===== src/rtl/ucg_pkg.sv =====
// shared types, constants and the tone curve table for the unsharp/tone filter
`default_nettype none

package ucg_pkg;

  localparam int CFG_W       = 11;
  localparam int PIX_W       = 24;
  localparam int CH_W        = 8;
  localparam int UCG_MAX_WIDTH  = 1024;
  localparam int UCG_MAX_HEIGHT = 1024;
  localparam int QUEUE_DEPTH = 4;

  localparam logic [CFG_W-1:0] IMAGE_WIDTH_RESET  = CFG_W'(480);
  localparam logic [CFG_W-1:0] IMAGE_HEIGHT_RESET = CFG_W'(800);

  typedef enum logic [0:0] {
    REG_IMAGE_WIDTH  = 1'b0,
    REG_IMAGE_HEIGHT = 1'b1
  } reg_index_t;

  typedef logic [PIX_W-1:0] pixel_t;
  // index 0 top, 1 middle, 2 bottom
  typedef logic [2:0][PIX_W-1:0] column_t;

  // one request from the front: the window around one input position
  typedef struct packed {
    column_t win_old;
    column_t win_new;
    column_t cur;
    logic    col1;
    logic    col2;
    logic    last;
    logic    padrow;
  } job_t;

  // contrast, gamma and low-end blend, worked out exactly with integers
  function automatic logic [255:0][7:0] build_tone_lut();
    logic [255:0][7:0] lut;
    logic [127:0]      lhs;
    logic [127:0]      rhs;
    int                w;
    int                lo;
    int                hi;
    int                mid;
    int                e;
    int                v;
    lut = '0;
    for (int i = 0; i < 256; i++) begin
      if (i <= 21) begin
        e = 0;
      end else if (i >= 234) begin
        e = 255;
      end else begin
        w = 3 * i - 64;
        lhs = 128'd1;
        for (int k = 0; k < 9; k++) lhs = lhs * 128'(w);
        lhs = lhs * 128'd255;
        lhs = lhs * 128'd524288;
        lo = 0;
        hi = 255;
        for (int s = 0; s < 9; s++) begin
          if (lo < hi) begin
            mid = (lo + hi + 1) / 2;
            rhs = 128'd1;
            for (int k = 0; k < 10; k++) rhs = rhs * 128'(2 * mid - 1);
            rhs = rhs * 128'd1953125;
            if (lhs >= rhs) lo = mid;
            else hi = mid - 1;
          end
        end
        e = lo;
      end
      if (i < 50) v = (i * (50 - i + e) + 25) / 50;
      else v = e;
      if (v > 255) v = 255;
      lut[i] = 8'(v);
    end
    return lut;
  endfunction

  localparam logic [255:0][7:0] TONE_LUT = build_tone_lut();

endpackage

`default_nettype wire


===== src/rtl/ucg_queue.sv =====
// short job queue between front and back
`default_nettype none

module ucg_queue
  import ucg_pkg::*;
(
  input  wire logic clk,
  input  wire logic rst,
  input  wire logic push,
  input  wire job_t push_job,
  output logic      full,
  output logic      head_valid,
  output job_t      head_job,
  input  wire logic pop
);

  localparam int PW = $clog2(QUEUE_DEPTH);
  localparam int CW = $clog2(QUEUE_DEPTH + 1);

  job_t          slots [QUEUE_DEPTH];
  logic [PW-1:0] wr_ptr;
  logic [PW-1:0] rd_ptr;
  logic [CW-1:0] count;

  assign full       = (count == CW'(QUEUE_DEPTH));
  assign head_valid = (count != '0);
  assign head_job   = slots[rd_ptr];

  always_ff @(posedge clk) begin
    if (push) slots[wr_ptr] <= push_job;
  end

  always_ff @(posedge clk) begin
    if (rst) begin
      wr_ptr <= '0;
      rd_ptr <= '0;
      count  <= '0;
    end else begin
      if (push) wr_ptr <= (wr_ptr == PW'(QUEUE_DEPTH - 1)) ? '0 : wr_ptr + PW'(1);
      if (pop) rd_ptr <= (rd_ptr == PW'(QUEUE_DEPTH - 1)) ? '0 : rd_ptr + PW'(1);
      if (push && !pop) count <= count + CW'(1);
      else if (pop && !push) count <= count - CW'(1);
    end
  end

endmodule

`default_nettype wire


===== config.mk =====
export PLATFORM = sky130hd
export DESIGN_NAME = ucg_queue
export DESIGN_NICKNAME = d
export VERILOG_FILES = /design/src/rtl/ucg_pkg.sv /design/src/rtl/ucg_queue.sv
export SDC_FILE = /design/constraint.sdc
export NUM_CORES = 1
export LEC_CHECK = 0
export ABC_AREA = 1
export BUFFER_PORTS_ARGS = -buffer_cell sky130_fd_sc_hd__buf_2
export CORE_ASPECT_RATIO = 0.8
export CORE_MARGIN = 3
export CORE_UTILIZATION = 35
export DETAILED_ROUTE_END_ITERATION = 10
export PLACE_DENSITY = 0.53
export SETUP_SLACK_MARGIN = 0.3
export SLEW_MARGIN = 30
export SYNTH_ARGS = -nofsm -noshare
export SYNTH_HDL_FRONTEND = slang
export SYNTH_SLANG_ARGS = --single-unit

===== constraint.sdc =====
create_clock -name clk -period 8.75 [get_ports clk]
set_input_delay 0.4375 -clock clk [delete_from_list [all_inputs] [get_ports clk]]
set_output_delay 0.4375 -clock clk [all_outputs]
set_load 0.02 [all_outputs]

# == After elaboration in Yosys (flattened, before gate mapping) ==
# Memory sizes are Yosys's and may differ from the RTL's. A register that Yosys moved wholly into a read port is not among the register bits.
# Index checks and enable logic that the tools add are counted.
# totals
regBits,7
mem_bits_rw,880
in_bits,224
out_inout_bits,222
wordCells,25
n_memories,1
# memory_table
memory,words,word_bits,rd,rd_ports_with_merged_regs,write_ports,line_no,source
slots,4,220,1,1,1,ucg_queue.sv:20,job_t slots [QUEUE_DEPTH];
# op_classes
n_addsub,4
eq_ne,3
muxes,8
n_reduce_logical,6
# ops
operator,n
2-bit two-way mux,4
3-bit two-way mux,2
2-bit by 1-bit adder with 2-bit output (second input constant),2
2-bit equality test (second input constant),2
3-bit by 1-bit adder with 3-bit output (second input constant),1
3-bit equality test (second input constant),1
3-bit nonzero test,1
3-bit by 1-bit subtractor with 3-bit output (second input constant),1
1-bit logical AND,2
1-bit zero test,2
1-bit two-way mux,2
2-bit nonzero test,1

# == Depth between registers and ports, before layout ==
# logic_depth
depth_word,4
mapped_depth,10
mapped_depth_nobuf,10

# == Least setup slack after synthesis ==
# OpenSTA, ideal clock, no wires.
# synth_timing
path_kind,register to register
from,reg wr_ptr[0]
to,"mem slots[3][0] (netlist bit), enable pin"
setup_ps,571
arrival_time_ps,4814
required_time_ps,8179
slack_ps,3365
stages_incl_launch_ff,4
path_buffers,0
period_less_slack_ps,5385
cell_sequence,dfxtp_1 ha_1 nand2_1 inv_1
# synth_lines
element,line_no,source
"start, declared",ucg_queue.sv:21,logic [PW-1:0] wr_ptr;
"start signal, assigned",ucg_queue.sv:39,if (push) wr_ptr <= (wr_ptr == PW'(QUEUE_DEPTH - 1)) ? '0 : wr_ptr + PW'(1);
"end, declared",ucg_queue.sv:20,
# Straight into the memory's write port.

==> run_results.csv <==
group,metric,value,unit
cells_and_area,nFillCells,8296,
synth,synth_cells,2187,
clock_network,cts_buffers,94,
timing,fin_hold_ws,0.0737,ns
grt,grt_pass1_wl,124000,um
place,dp_hpwl,44200,um
place,gp_congestion,0.727,
detailed_routing,viasPerCell,5.00,
floorplan,placementRows,100,
worst_setup_path,crit_fanout,148,
worst_setup_path,start_kind,"flop",
synth,synth_edf_count,880,
cells_and_area,drive_gt1_frac,0.211,
detailed_routing,drtAntennaViolNets,0,
cells_and_area,final_core_util,0.444,
worst_setup_path,reg2reg_slack,5.60,ns
synth,synthFlopType,"edfxtp_1",
detailed_routing,drt_pre_antenna_iters,5,
clock_network,cts_resized,0,
timing,period_share,0.461,
power_and_ir_drop,powerDensity,240,nW/um2
detailed_routing,drtIter0Drc,1438,
timing,finalCriticalPeriod,4.03,ns
worst_hold_path,min_path_cells,1,
synth,synth_seq_cells,889,
cells_and_area,postLayoutCellArea,41500,um2
run_status,status,"finished, final reports clean",
job,drv_cap,0,
detailed_routing,vias,20700,
worst_hold_path,hold_start,"push_job[18]",
cells_and_area,area_delta_synth_final,25.3,%
floorplan,die-area,98400,um2
synth,seq_area_frac_synth,0.803,
grt,grtUsageTotal,0.164,
grt,grt-ovfl-total,0,
synth,ys_async_sr_fraction,0,
clock_network,cts_tree,"done",
detailed_routing,routed_wl,83100,um
detailed_routing,drc,0,
synth,syn-cell-area,33100,um2
clock_network,clk-insertion-delay-late,0.64,ns
floorplan,fp.dieH,281,um
worst_setup_path,path_cells,"clkinv_8, buf_12, buf_16, o21ai_0, o22ai_1, buf_2",
worst_setup_path,r2r-start,"wr_ptr[0]",
grt,antenna_found_initial,13,
timing,fmax,248,MHz
clock_network,cts_buffer_depth,3,
worst_hold_path,hp-class,"in2reg",
place,buffer_ports.inserted,445,
power_and_ir_drop,irDropWorstVdd,0.177,mV
worst_setup_path,max_stage_delay,0.69,ns
clock_network,clk_pin_slew,0.06,ns
worst_setup_path,worstPathRequired,8.31,ns
cells_and_area,multiInputGateArea,5460,um2
timing,setup_viol,0,
grt,grt_pass1_vias,21200,
worst_setup_path,cp.arrival,3.59,ns
timing,grt_setup_unrepaired,"false",
synth,synth_nets,2418,
worst_setup_path,slowest_stage,"dfxtp_4",
worst_setup_path,end_kind,"primary output",
cells_and_area,final_nets,3053,
timing,tightest_slew,1.13,ns
worst_hold_path,holdPathEnd,"slots[3][18]",
synth,avgSynthCellArea,15.2,um2
floorplan,die_w,350,um
floorplan,start_util,0.355,
power_and_ir_drop,p_leak,14.4,nW
clock_network,h-tree-depth,3,
timing,tns,0,ns
floorplan,num_io_pins,446,
clock_network,clock_sinks,889,
synth,ys_types,25,
clock_network,root_buffer,"clkbuf_16",
cells_and_area,seqCellArea,26600,um2
timing,final.setup_skew,0.0138,ns
grt,grt_max_degree,205,
detailed_routing,avgRoutedWirePerCell,20.1,um
synth,yosys_warnings,0,
place,place_area,36100,um2
worst_setup_path,r2r_end,"slots[0][109]",
worst_setup_path,critPathKind,"reg2out",
power_and_ir_drop,p_total,9.97,mW
worst_setup_path,worstRegToRegCells,6,
timing,drv_slew,0,
timing,slew_headroom,0.247,
timing,finalHoldViolations,0,
floorplan,coreArea,93500,um2
repair_timing:
| item | in CTS | in global routing |
|---|---|---|
| hold buffers | 220 | 0 |
| hold endpoints to repair | 880 | 0 |
| buffers inserted | 0 | 0 |
how the worst max path moves through the flow:
stage,startpoint,to
floorplan,wr_ptr[0],slots[3][0]
global placement,flop,head_job[180]
detailed placement,push,slots[0][109]
CTS,flop,head_job[55]
global route,flop,head_job[89]
finish,flop,head_job[101]
worst max-delay path, delay by kind of cell (launching register included):
kind | cells | cell delay (ns)
buffers and inverters | 4 | 1.43
AO/OA/AOI/OAI | 2 | 0.46
flip-flops | 1 | 0.69
report_power, final:
| group | switching (mW) | internal [mW] |
|---|---|---|
| Clock | 1.63 | 2.32 |
| Sequential | 0.0478 | 4.87 |
| Combinational | 0.758 | 0.346 |
cell families after synthesis:
logic type	synth area share
buf+inv	0.0324
fa+ha+maj	0.00287
compound gates	0.109
simple gates	0.0527
flops	0.803
xor+xnor	0.000264
layout make-up:
type,count,area share
flip-flops and latches,889,0.641
diodes,10,0.000602
inverters,16,0.00271
well taps,1224,0.0369
repair buffers,684,0.113
multi-input cells,1137,0.131
clock inverters,63,0.0151
clock buffers,112,0.0592
routing by layer:
layer,part of all wire,up-vias,global-route usage
met5,0.00032,-,0
met4,0.024,4,0.0512
met3,0.052,129,0.0341
met2,0.50,472,0.279
met1,0.43,10500,0.210
li1,-,9601,-
per-stage QoR:
step | std cells | setup WS [ns]
floorplan | 2187 | 3.36
global placement | 3726 | 5.34
detailed placement | 3727 | 5.53
CTS | 4122 | 4.94
global route | 4131 | 4.53
finish | 4135 | 4.72
synth_stat cells, types with 2 or more instances:
master / number / share of area
nor3_1: 3 / 0.00045
nor2_1: 449 / 0.051
o21ai_0: 357 / 0.054
ha_1: 6 / 0.0023
buf_12: 2 / 0.0012
buf_2: 24 / 0.0036
o22ai_1: 220 / 0.042
clkbuf_1: 68 / 0.0077
o21ai_1: 86 / 0.013
dfxtp_1: 9 / 0.0054
buf_6: 31 / 0.011
edfxtp_1: 880 / 0.80
buf_4: 5 / 0.0011
nand2_1: 9 / 0.0010
buf_8: 13 / 0.0059
a21oi_1: 3 / 0.00045
inv_1: 14 / 0.0016
cell usage in the layout, fill, tap and decap left out, types with 14 or more instances in the layout:
master         synthesis  routed
edfxtp_1             880     880
nor2_1               449     449
buf_2                 24     445
o21ai_0              357     357
o22ai_1              220     220
dlygate4sd3_1          0     220
clkbuf_16              0      94
o21ai_1               86      86
clkinv_1               0      21
clkinv_2               0      19
clkbuf_1              68      14
sequential cells by signal, indices dropped and copies added, names as in the netlist, named ones only:
name / cells
count: 3
rd_ptr: 2
slots: 880
wr_ptr: 2
No activity file was read; power rests on OpenSTA's default activity.
