## src/rtl/ucg_pkg.sv

```systemverilog
// shared types, constants and the tone curve table for the unsharp/tone filter
`default_nettype none

package ucg_pkg;

  localparam int CFG_W       = 11;
  localparam int PIX_W       = 24;
  localparam int CH_W        = 8;
  localparam int UCG_MAX_WIDTH  = 1024;
  localparam int UCG_MAX_HEIGHT = 1024;
  localparam int QUEUE_DEPTH = 4;

  localparam logic [CFG_W-1:0] IMAGE_WIDTH_RESET  = CFG_W'(480);
  localparam logic [CFG_W-1:0] IMAGE_HEIGHT_RESET = CFG_W'(800);

  typedef enum logic [0:0] {
    REG_IMAGE_WIDTH  = 1'b0,
    REG_IMAGE_HEIGHT = 1'b1
  } reg_index_t;

  typedef logic [PIX_W-1:0] pixel_t;
  // index 0 top, 1 middle, 2 bottom
  typedef logic [2:0][PIX_W-1:0] column_t;

  // one request from the front: the window around one input position
  typedef struct packed {
    column_t win_old;
    column_t win_new;
    column_t cur;
    logic    col1;
    logic    col2;
    logic    last;
    logic    padrow;
  } job_t;

  // contrast, gamma and low-end blend, worked out exactly with integers
  function automatic logic [255:0][7:0] build_tone_lut();
    logic [255:0][7:0] lut;
    logic [127:0]      lhs;
    logic [127:0]      rhs;
    int                w;
    int                lo;
    int                hi;
    int                mid;
    int                e;
    int                v;
    lut = '0;
    for (int i = 0; i < 256; i++) begin
      if (i <= 21) begin
        e = 0;
      end else if (i >= 234) begin
        e = 255;
      end else begin
        w = 3 * i - 64;
        lhs = 128'd1;
        for (int k = 0; k < 9; k++) lhs = lhs * 128'(w);
        lhs = lhs * 128'd255;
        lhs = lhs * 128'd524288;
        lo = 0;
        hi = 255;
        for (int s = 0; s < 9; s++) begin
          if (lo < hi) begin
            mid = (lo + hi + 1) / 2;
            rhs = 128'd1;
            for (int k = 0; k < 10; k++) rhs = rhs * 128'(2 * mid - 1);
            rhs = rhs * 128'd1953125;
            if (lhs >= rhs) lo = mid;
            else hi = mid - 1;
          end
        end
        e = lo;
      end
      if (i < 50) v = (i * (50 - i + e) + 25) / 50;
      else v = e;
      if (v > 255) v = 255;
      lut[i] = 8'(v);
    end
    return lut;
  endfunction

  localparam logic [255:0][7:0] TONE_LUT = build_tone_lut();

endpackage

`default_nettype wire

```

## src/rtl/ucg_back.sv

```systemverilog
// back end: splits jobs into results, box blur, unsharp step and tone lookup
`default_nettype none

module ucg_back
  import ucg_pkg::*;
(
  input  wire logic            clk,
  input  wire logic            rst,
  input  wire logic            job_valid,
  input  wire job_t            job,
  output logic                 job_pop,
  output logic                 out_valid,
  input  wire logic            out_stall,
  output logic [CH_W-1:0]      out_red,
  output logic [CH_W-1:0]      out_green,
  output logic [CH_W-1:0]      out_blue,
  output logic                 frame_end,
  output logic                 burst_end
);

  logic    en;
  logic    issue;
  logic    take_a;
  logic    second;
  column_t l_col;
  column_t c_col;
  column_t r_col;
  logic    res_fe;
  logic    res_be;

  logic [2:0][11:0]     sum;
  logic                 s1_valid;
  logic [2:0][11:0]     s1_sum;
  logic [2:0][CH_W-1:0] s1_orig;
  logic                 s1_fe;
  logic                 s1_be;

  logic [2:0][23:0]        blur_prod;
  logic                    s2_valid;
  logic signed [2:0][8:0]  s2_diff;
  logic [2:0][CH_W-1:0]    s2_orig;
  logic                    s2_fe;
  logic                    s2_be;

  logic [2:0][CH_W-1:0] tone;

  assign en     = !out_valid || !out_stall;
  assign issue  = en && job_valid;
  assign take_a = job.col1 && !second;
  assign job_pop = issue && !(take_a && job.last);

  // pick the window of the result issued this cycle
  always_comb begin
    if (take_a) begin
      l_col  = job.col2 ? job.win_old : job.win_new;
      c_col  = job.win_new;
      r_col  = job.cur;
      res_fe = 1'b0;
      res_be = !job.last;
    end else begin
      l_col  = job.col1 ? job.win_new : job.cur;
      c_col  = job.cur;
      r_col  = job.cur;
      res_fe = job.padrow;
      res_be = 1'b1;
    end
  end

  always_comb begin
    for (int ch = 0; ch < 3; ch++) begin
      sum[ch] = '0;
      for (int k = 0; k < 3; k++) begin
        sum[ch] = sum[ch] + 12'(l_col[k][CH_W*ch +: CH_W])
                          + 12'(c_col[k][CH_W*ch +: CH_W])
                          + 12'(r_col[k][CH_W*ch +: CH_W]);
      end
    end
  end

  // floor(sum / 9) as sum * 3641 >> 15, exact below 2304
  always_comb begin
    for (int ch = 0; ch < 3; ch++) begin
      blur_prod[ch] = 24'(s1_sum[ch]) * 24'd3641;
    end
  end

  // orig + trunc(2 * diff / 5), clamp, then tone curve
  always_comb begin
    logic [CH_W-1:0]   mag;
    logic [16:0]       qprod;
    logic [6:0]        q;
    logic signed [9:0] sharp;
    for (int ch = 0; ch < 3; ch++) begin
      mag   = s2_diff[ch][8] ? 8'(-s2_diff[ch]) : 8'(s2_diff[ch]);
      qprod = 17'({mag, 1'b0}) * 17'd205;
      q     = qprod[16:10];
      if (s2_diff[ch][8]) sharp = $signed({2'b00, s2_orig[ch]}) - $signed({3'b000, q});
      else sharp = $signed({2'b00, s2_orig[ch]}) + $signed({3'b000, q});
      if (sharp < 0) tone[ch] = TONE_LUT[0];
      else if (sharp > 10'sd255) tone[ch] = TONE_LUT[255];
      else tone[ch] = TONE_LUT[sharp[7:0]];
    end
  end

  always_ff @(posedge clk) begin
    if (rst) begin
      second    <= 1'b0;
      s1_valid  <= 1'b0;
      s2_valid  <= 1'b0;
      out_valid <= 1'b0;
    end else if (en) begin
      if (issue) second <= take_a && job.last;
      s1_valid  <= issue;
      s2_valid  <= s1_valid;
      out_valid <= s2_valid;
    end
  end

  always_ff @(posedge clk) begin
    if (en) begin
      for (int ch = 0; ch < 3; ch++) begin
        s1_sum[ch]  <= sum[ch];
        s1_orig[ch] <= c_col[1][CH_W*ch +: CH_W];
        s2_diff[ch] <= $signed({1'b0, s1_orig[ch]}) - $signed({1'b0, blur_prod[ch][22:15]});
        s2_orig[ch] <= s1_orig[ch];
      end
      s1_fe     <= res_fe;
      s1_be     <= res_be;
      s2_fe     <= s1_fe;
      s2_be     <= s1_be;
      out_red   <= tone[2];
      out_green <= tone[1];
      out_blue  <= tone[0];
      frame_end <= s2_fe;
      burst_end <= s2_be;
    end
  end

  a_second_owner: assert property (@(posedge clk) disable iff (rst)
    second |-> (job_valid && job.col1 && job.last))
    else $error("second result pending without a two-result job");

  a_pop_valid: assert property (@(posedge clk) disable iff (rst)
    job_pop |-> job_valid)
    else $error("pop from an empty queue");

  a_frame_end_burst: assert property (@(posedge clk) disable iff (rst)
    (out_valid && frame_end) |-> burst_end)
    else $error("frame end not on the last result of its request");

endmodule

`default_nettype wire

```

## config.mk

```make
export PLATFORM = sky130hd
export DESIGN_NAME = ucg_back
export DESIGN_NICKNAME = d
export VERILOG_FILES = /design/src/rtl/ucg_pkg.sv /design/src/rtl/ucg_back.sv
export SDC_FILE = /design/constraint.sdc
export NUM_CORES = 2
export LEC_CHECK = 0
export ABC_AREA = 1
export BUFFER_PORTS_ARGS = -buffer_cell sky130_fd_sc_hd__buf_2
export CAP_MARGIN = 20
export CORE_ASPECT_RATIO = 0.7
export CORE_UTILIZATION = 55
export CTS_BUF_LIST = sky130_fd_sc_hd__clkbuf_8
export CTS_CLUSTER_SIZE = 20
export DETAILED_ROUTE_END_ITERATION = 12
export PLACE_DENSITY = 0.74
export SLEW_MARGIN = 40
export SYNTH_ARGS = -nofsm -noshare
export SYNTH_HDL_FRONTEND = slang
export SYNTH_SLANG_ARGS = --single-unit
```

## constraint.sdc

```tcl
create_clock -name clk -period 15.5 [get_ports clk]
set_clock_uncertainty 0.1 [all_clocks]
set_input_delay 2.325 -clock clk [delete_from_list [all_inputs] [get_ports clk]]
set_output_delay 2.325 -clock clk [all_outputs]
set_load 0.05 [all_outputs]
```

After elaboration in Yosys (flattened, before gate mapping). Memory sizes are Yosys's and may differ from the RTL's. Cells that the tools add are included.

Memories: 3. Logic and storage cells: 106. Bits in read-only memories: 6144. Register bits after elaboration: 145. Output and inout port bits: 28. Input port bits: 224.

Multiplexer cells: 16. Order comparisons: 9. $mul: 6. Add/subtract/negate cells: 36. Reductions and logical operators: 11.

Memories: (no name shown) (depth 256, bits a word 8, rd ports 1, clocked after memory_dff 0, wr ports 0, RTL line ucg_back.sv:101) `else tone[ch] = TONE_LUT[sharp[7:0]];`; (no name shown) (depth 256, bits a word 8, rd ports 1, clocked after memory_dff 0, wr ports 0, RTL line ucg_back.sv:101); (no name shown) (depth 256, bits a word 8, rd ports 1, clocked after memory_dff 0, wr ports 0, RTL line ucg_back.sv:101).

Operator list (count): $mux W72 (4); $add A12 B8 Y12 (12); $mux W8 (9); $mul A12 B12 Y23 const B (3); $mul A8 B8 Y16 const B (3); $add A11 B8 Y12 (3); $add A10 B8 Y11 (3); $add A9 B8 Y10 (3); $gt A10 B9 Y1 const B (3); $lt A10 B1 Y1 const B (3); $mux W10 (3); $add A8 B7 Y9 (3); $add A8 B8 Y9 (3); $lt A8 B9 Y1 const B (3); $sub A8 B7 Y9 (3); $sub A8 B8 Y9 (3); $neg A8 Y8 (3); $logic_not A1 Y1 (5); $logic_and A1 B1 Y1 (4); $reduce_and A2 Y1 (1); $logic_or A1 B1 Y1 (1).

Longest topological paths before layout.
Depth after elaboration: 11. Mapped depth: 44. Gate-level depth less buffers: 42.

Worst setup path after synthesis. OpenSTA, ideal clock, no wires.

Path kind: input-to-output. From: input out_stall. To: output job_pop. Arrival: 6.551 ns. Setup slack: 6.524 ns. Path buffers: 0. Stages on the path: 3. Data required time: 13.075 ns. Cell sequence: nand2_1 -> nand2_1 -> a21oi_1.

Word-level cells in the longest chain between the ends: 4.

RTL lines: start: declaration (RTL line ucg_back.sv:13) `input wire logic out_stall,`; $logic_not A1 Y1 (RTL line ucg_back.sv:47) `assign en = !out_valid || !out_stall;`; $logic_or A1 B1 Y1 (RTL line ucg_back.sv:47); $logic_and A1 B1 Y1 (RTL line ucg_back.sv:48) `assign issue = en && job_valid;`; $logic_and A1 B1 Y1 (RTL line ucg_back.sv:50) `assign job_pop = issue && !(take_a && job.last);`; end: declaration (RTL line ucg_back.sv:11) `output logic job_pop,`.

Every way passes these cells.

==> flow_summary.toml <==
[synthesis]
async_reset_ff_frac = 0
synth_ff_type = "edfxtp_1"
synth_edf_count = 141
synth_nets = 5198
ys_types = 58
synth-seq-cells = 145
syn_inst = 4215
syn_area_per_cell_sq_um = 7.40
yosysWarningCount = 0
synth-seq-area-share = 0.138
netlist_area_sq_mm = 0.0312

[timing]
fin_tns_setup_ps = 0
finalMaxSlewViolations = 0
finalCritPeriodShare = 0.600
hold_violations = 0
relSlewSlack = 0.458
worstMarginPinSlew_ps = 811
rsz0062_at_grt = "false"
setup_violations = 0
min_period_ps = 9300
fmax_mhz = 108

[grt]
antenna_found_initial = 13
grt_pass1_wl_mm = 142
grt-ovfl-total = 0
grt.total_usage = 0.309
grt_max_degree = 87
grt_pass1_vias = 27000

[setup_path]
crit-reg2reg-launch = "s2_diff[18]"
end_kind = "flop"
worstPathMaxFanout = 86
rr_endpoint = "out_red[0]"
cp-start-kind = "primary input"
reg2regPathDepth = 38
ff2ff_setup_slack_ps = 7190
critical_path_arrival_ps = 9490
worst-setup-path-type = "primary input to flop"
cp.required_ps = 15690

[final_layout]
fin_cells = 5115
drive_above_1_share = 0.0808
final_common_cell = "nand2_1"
syn2layout_area_growth_pct = 6.56
final_cell_mix = "1,109 x nand2_1, 662 x inv_1, 465 x ha_1, 326 x nand3_1, 294 x fa_1"
nNetsFinal = 5338

[min_path]
hp-class = "flop to flop"
hold_depth = 0
min_delay_worst_endpoint = "frame_end"
worstHoldStart = "s2_fe"

[routing]
first_pass_iters = 8
drc = 0
viasPerCell = 5.57
vias = 28500
avgRoutedWirePerCell_microns = 17.0
wl_mm = 86.7
first_iter_violations = 2850
drtAntennaViolNets = 0

[clock_tree]
cts.clk_slew.worst_paths_ps = 90
clkSinkCount = 145
post_cts_resized = 0
cts_tree = "built"
clock_latency_ps = 550
cts_max_path_buffers = 2
cts_made_buffers = 17
htreeDepth = 4
cts_root_buf = "clkbuf_8"
ctsHoldBuffers = 0
post_cts_buffers = 0

[flow_run]
maxCapViolCount = 0

[floorplan]
rows = 72
die_w_microns = 287
io_pins = 252
die_area_sq_mm = 0.0577
start_util = 0.561
core_sq_mm = 0.0556
die_h_microns = 201

[placement]
place_hpwl_mm = 70.4
io_buffers = 251
place.gp.congestion = 0.977
dpl.cell_count = 5074

[run_status]
status = "finished clean"
## cells by family after synthesis
family	Yosys count	synth area share
flops	145	0.138
mux	4	0.00128
simple gates	1748	0.234
fa+ha+maj	759	0.375
xor+xnor	120	0.0337
compound gates	614	0.112
buf+inv	825	0.106
## flip-flops by register name (all words and copies together), names as in the netlist
signal	cells
s2_orig	24
out_red	8
s1_sum	36
second	1
s2_fe	1
s2_valid	1
frame_end	1
s2_be	1
s1_fe	1
out_blue	8
s1_be	1
out_valid	1
s1_valid	1
s2_diff	27
burst_end	1
out_green	8
s1_orig	24
## synth_stat cells, drive strengths merged (4+ instances only)
cell / n / area, sq um
nand2: 1129 / 4290
inv: 672 / 2530
ha: 465 / 5820
nand3: 334 / 1730
fa: 294 / 5890
o21ai: 249 / 1250
a21oi: 234 / 1180
nor2: 207 / 780
edfxtp: 141 / 4230
xor2: 89 / 780
buf: 88 / 534
clkbuf: 64 / 240
nand4: 41 / 257
a211oi: 39 / 293
xnor2: 31 / 272
a32o: 20 / 200
nor3: 14 / 70.1
o211ai: 13 / 97.6
nand3b: 9 / 67.6
o21bai: 8 / 60.1
o31ai: 8 / 60.1
a21boi: 6 / 45.0
a21o: 6 / 45.0
a31oi: 6 / 37.5
o22ai: 6 / 37.5
a2bb2oi: 5 / 43.8
o21a: 5 / 37.5
or2: 5 / 31.3
dfxtp: 4 / 80.1
mux2i: 4 / 40.0
## worst max-delay path, cell delays in order
cell      delay [ps]
buf_4            400
clkinv_2         770
nor2_4           730
buf_16           240
buf_6            460
or2_2            210
o21ai_0          150
fa_1             590
inv_1             50
fa_1             500
fa_1             480
fa_1             530
ha_1             190
inv_1             70
fa_1             450
o21ai_0          370
a21oi_1          130
nor2_1           130
nor2_1            70
inv_1             60
a21oi_1           50
o21ai_0          210
xor2_1           100
## per-layer routing
layer | part of all wire | GRT usage | vias to the layer above
li1 | - | - | 14000
met1 | 0.48 | 0.468 | 13200
met2 | 0.41 | 0.443 | 1233
met3 | 0.097 | 0.0685 | 85
met4 | 0.015 | 0.0688 | 6
met5 | 0.00043 | 0 | -
## cell type report
| cell class | count | area [sq um] |
|---|---|---|
| flip-flops and latches | 145 | 4310 |
| inverters | 673 | 2530 |
| clock inverters | 14 | 128 |
| well taps | 740 | 926 |
| diodes | 8 | 20.0 |
| repair buffers | 273 | 1470 |
| fillers | 5112 | 22400 |
| multi-input cells | 3245 | 23600 |
| clock buffers | 17 | 234 |
## how the worst max path moves through the flow
stage / cells after the start / from / end / slack, ps
4_1_cts: 24 / job[3] / s1_sum[34] / 6340
3_3_place_gp: 25 / job[3] / s1_sum[34] / 5740
2_1_floorplan: 3 / out_stall / job_pop / 6520
6_report: 23 / job[3] / s1_sum[34] / 6200
5_1_grt: 25 / job[3] / s1_sum[34] / 5700
3_5_place_dp: 24 / job[3] / s1_sum[34] / 5720
## per-stage QoR
stage	instance area (sq um)	hold slack (ps)	util	setup WS, ps
after floorplan	31200	300	-	6520
after global placement	32800	301	0.589	5740
after detailed placement	32800	305	0.590	5720
after CTS	33200	327	0.597	6340
after global routing	33200	338	0.597	5700
final	33200	329	0.598	6200
Power is left out: the tool's default activity adds up to more than one toggle a clock period on the data nets, which glitch-free logic cannot reach.
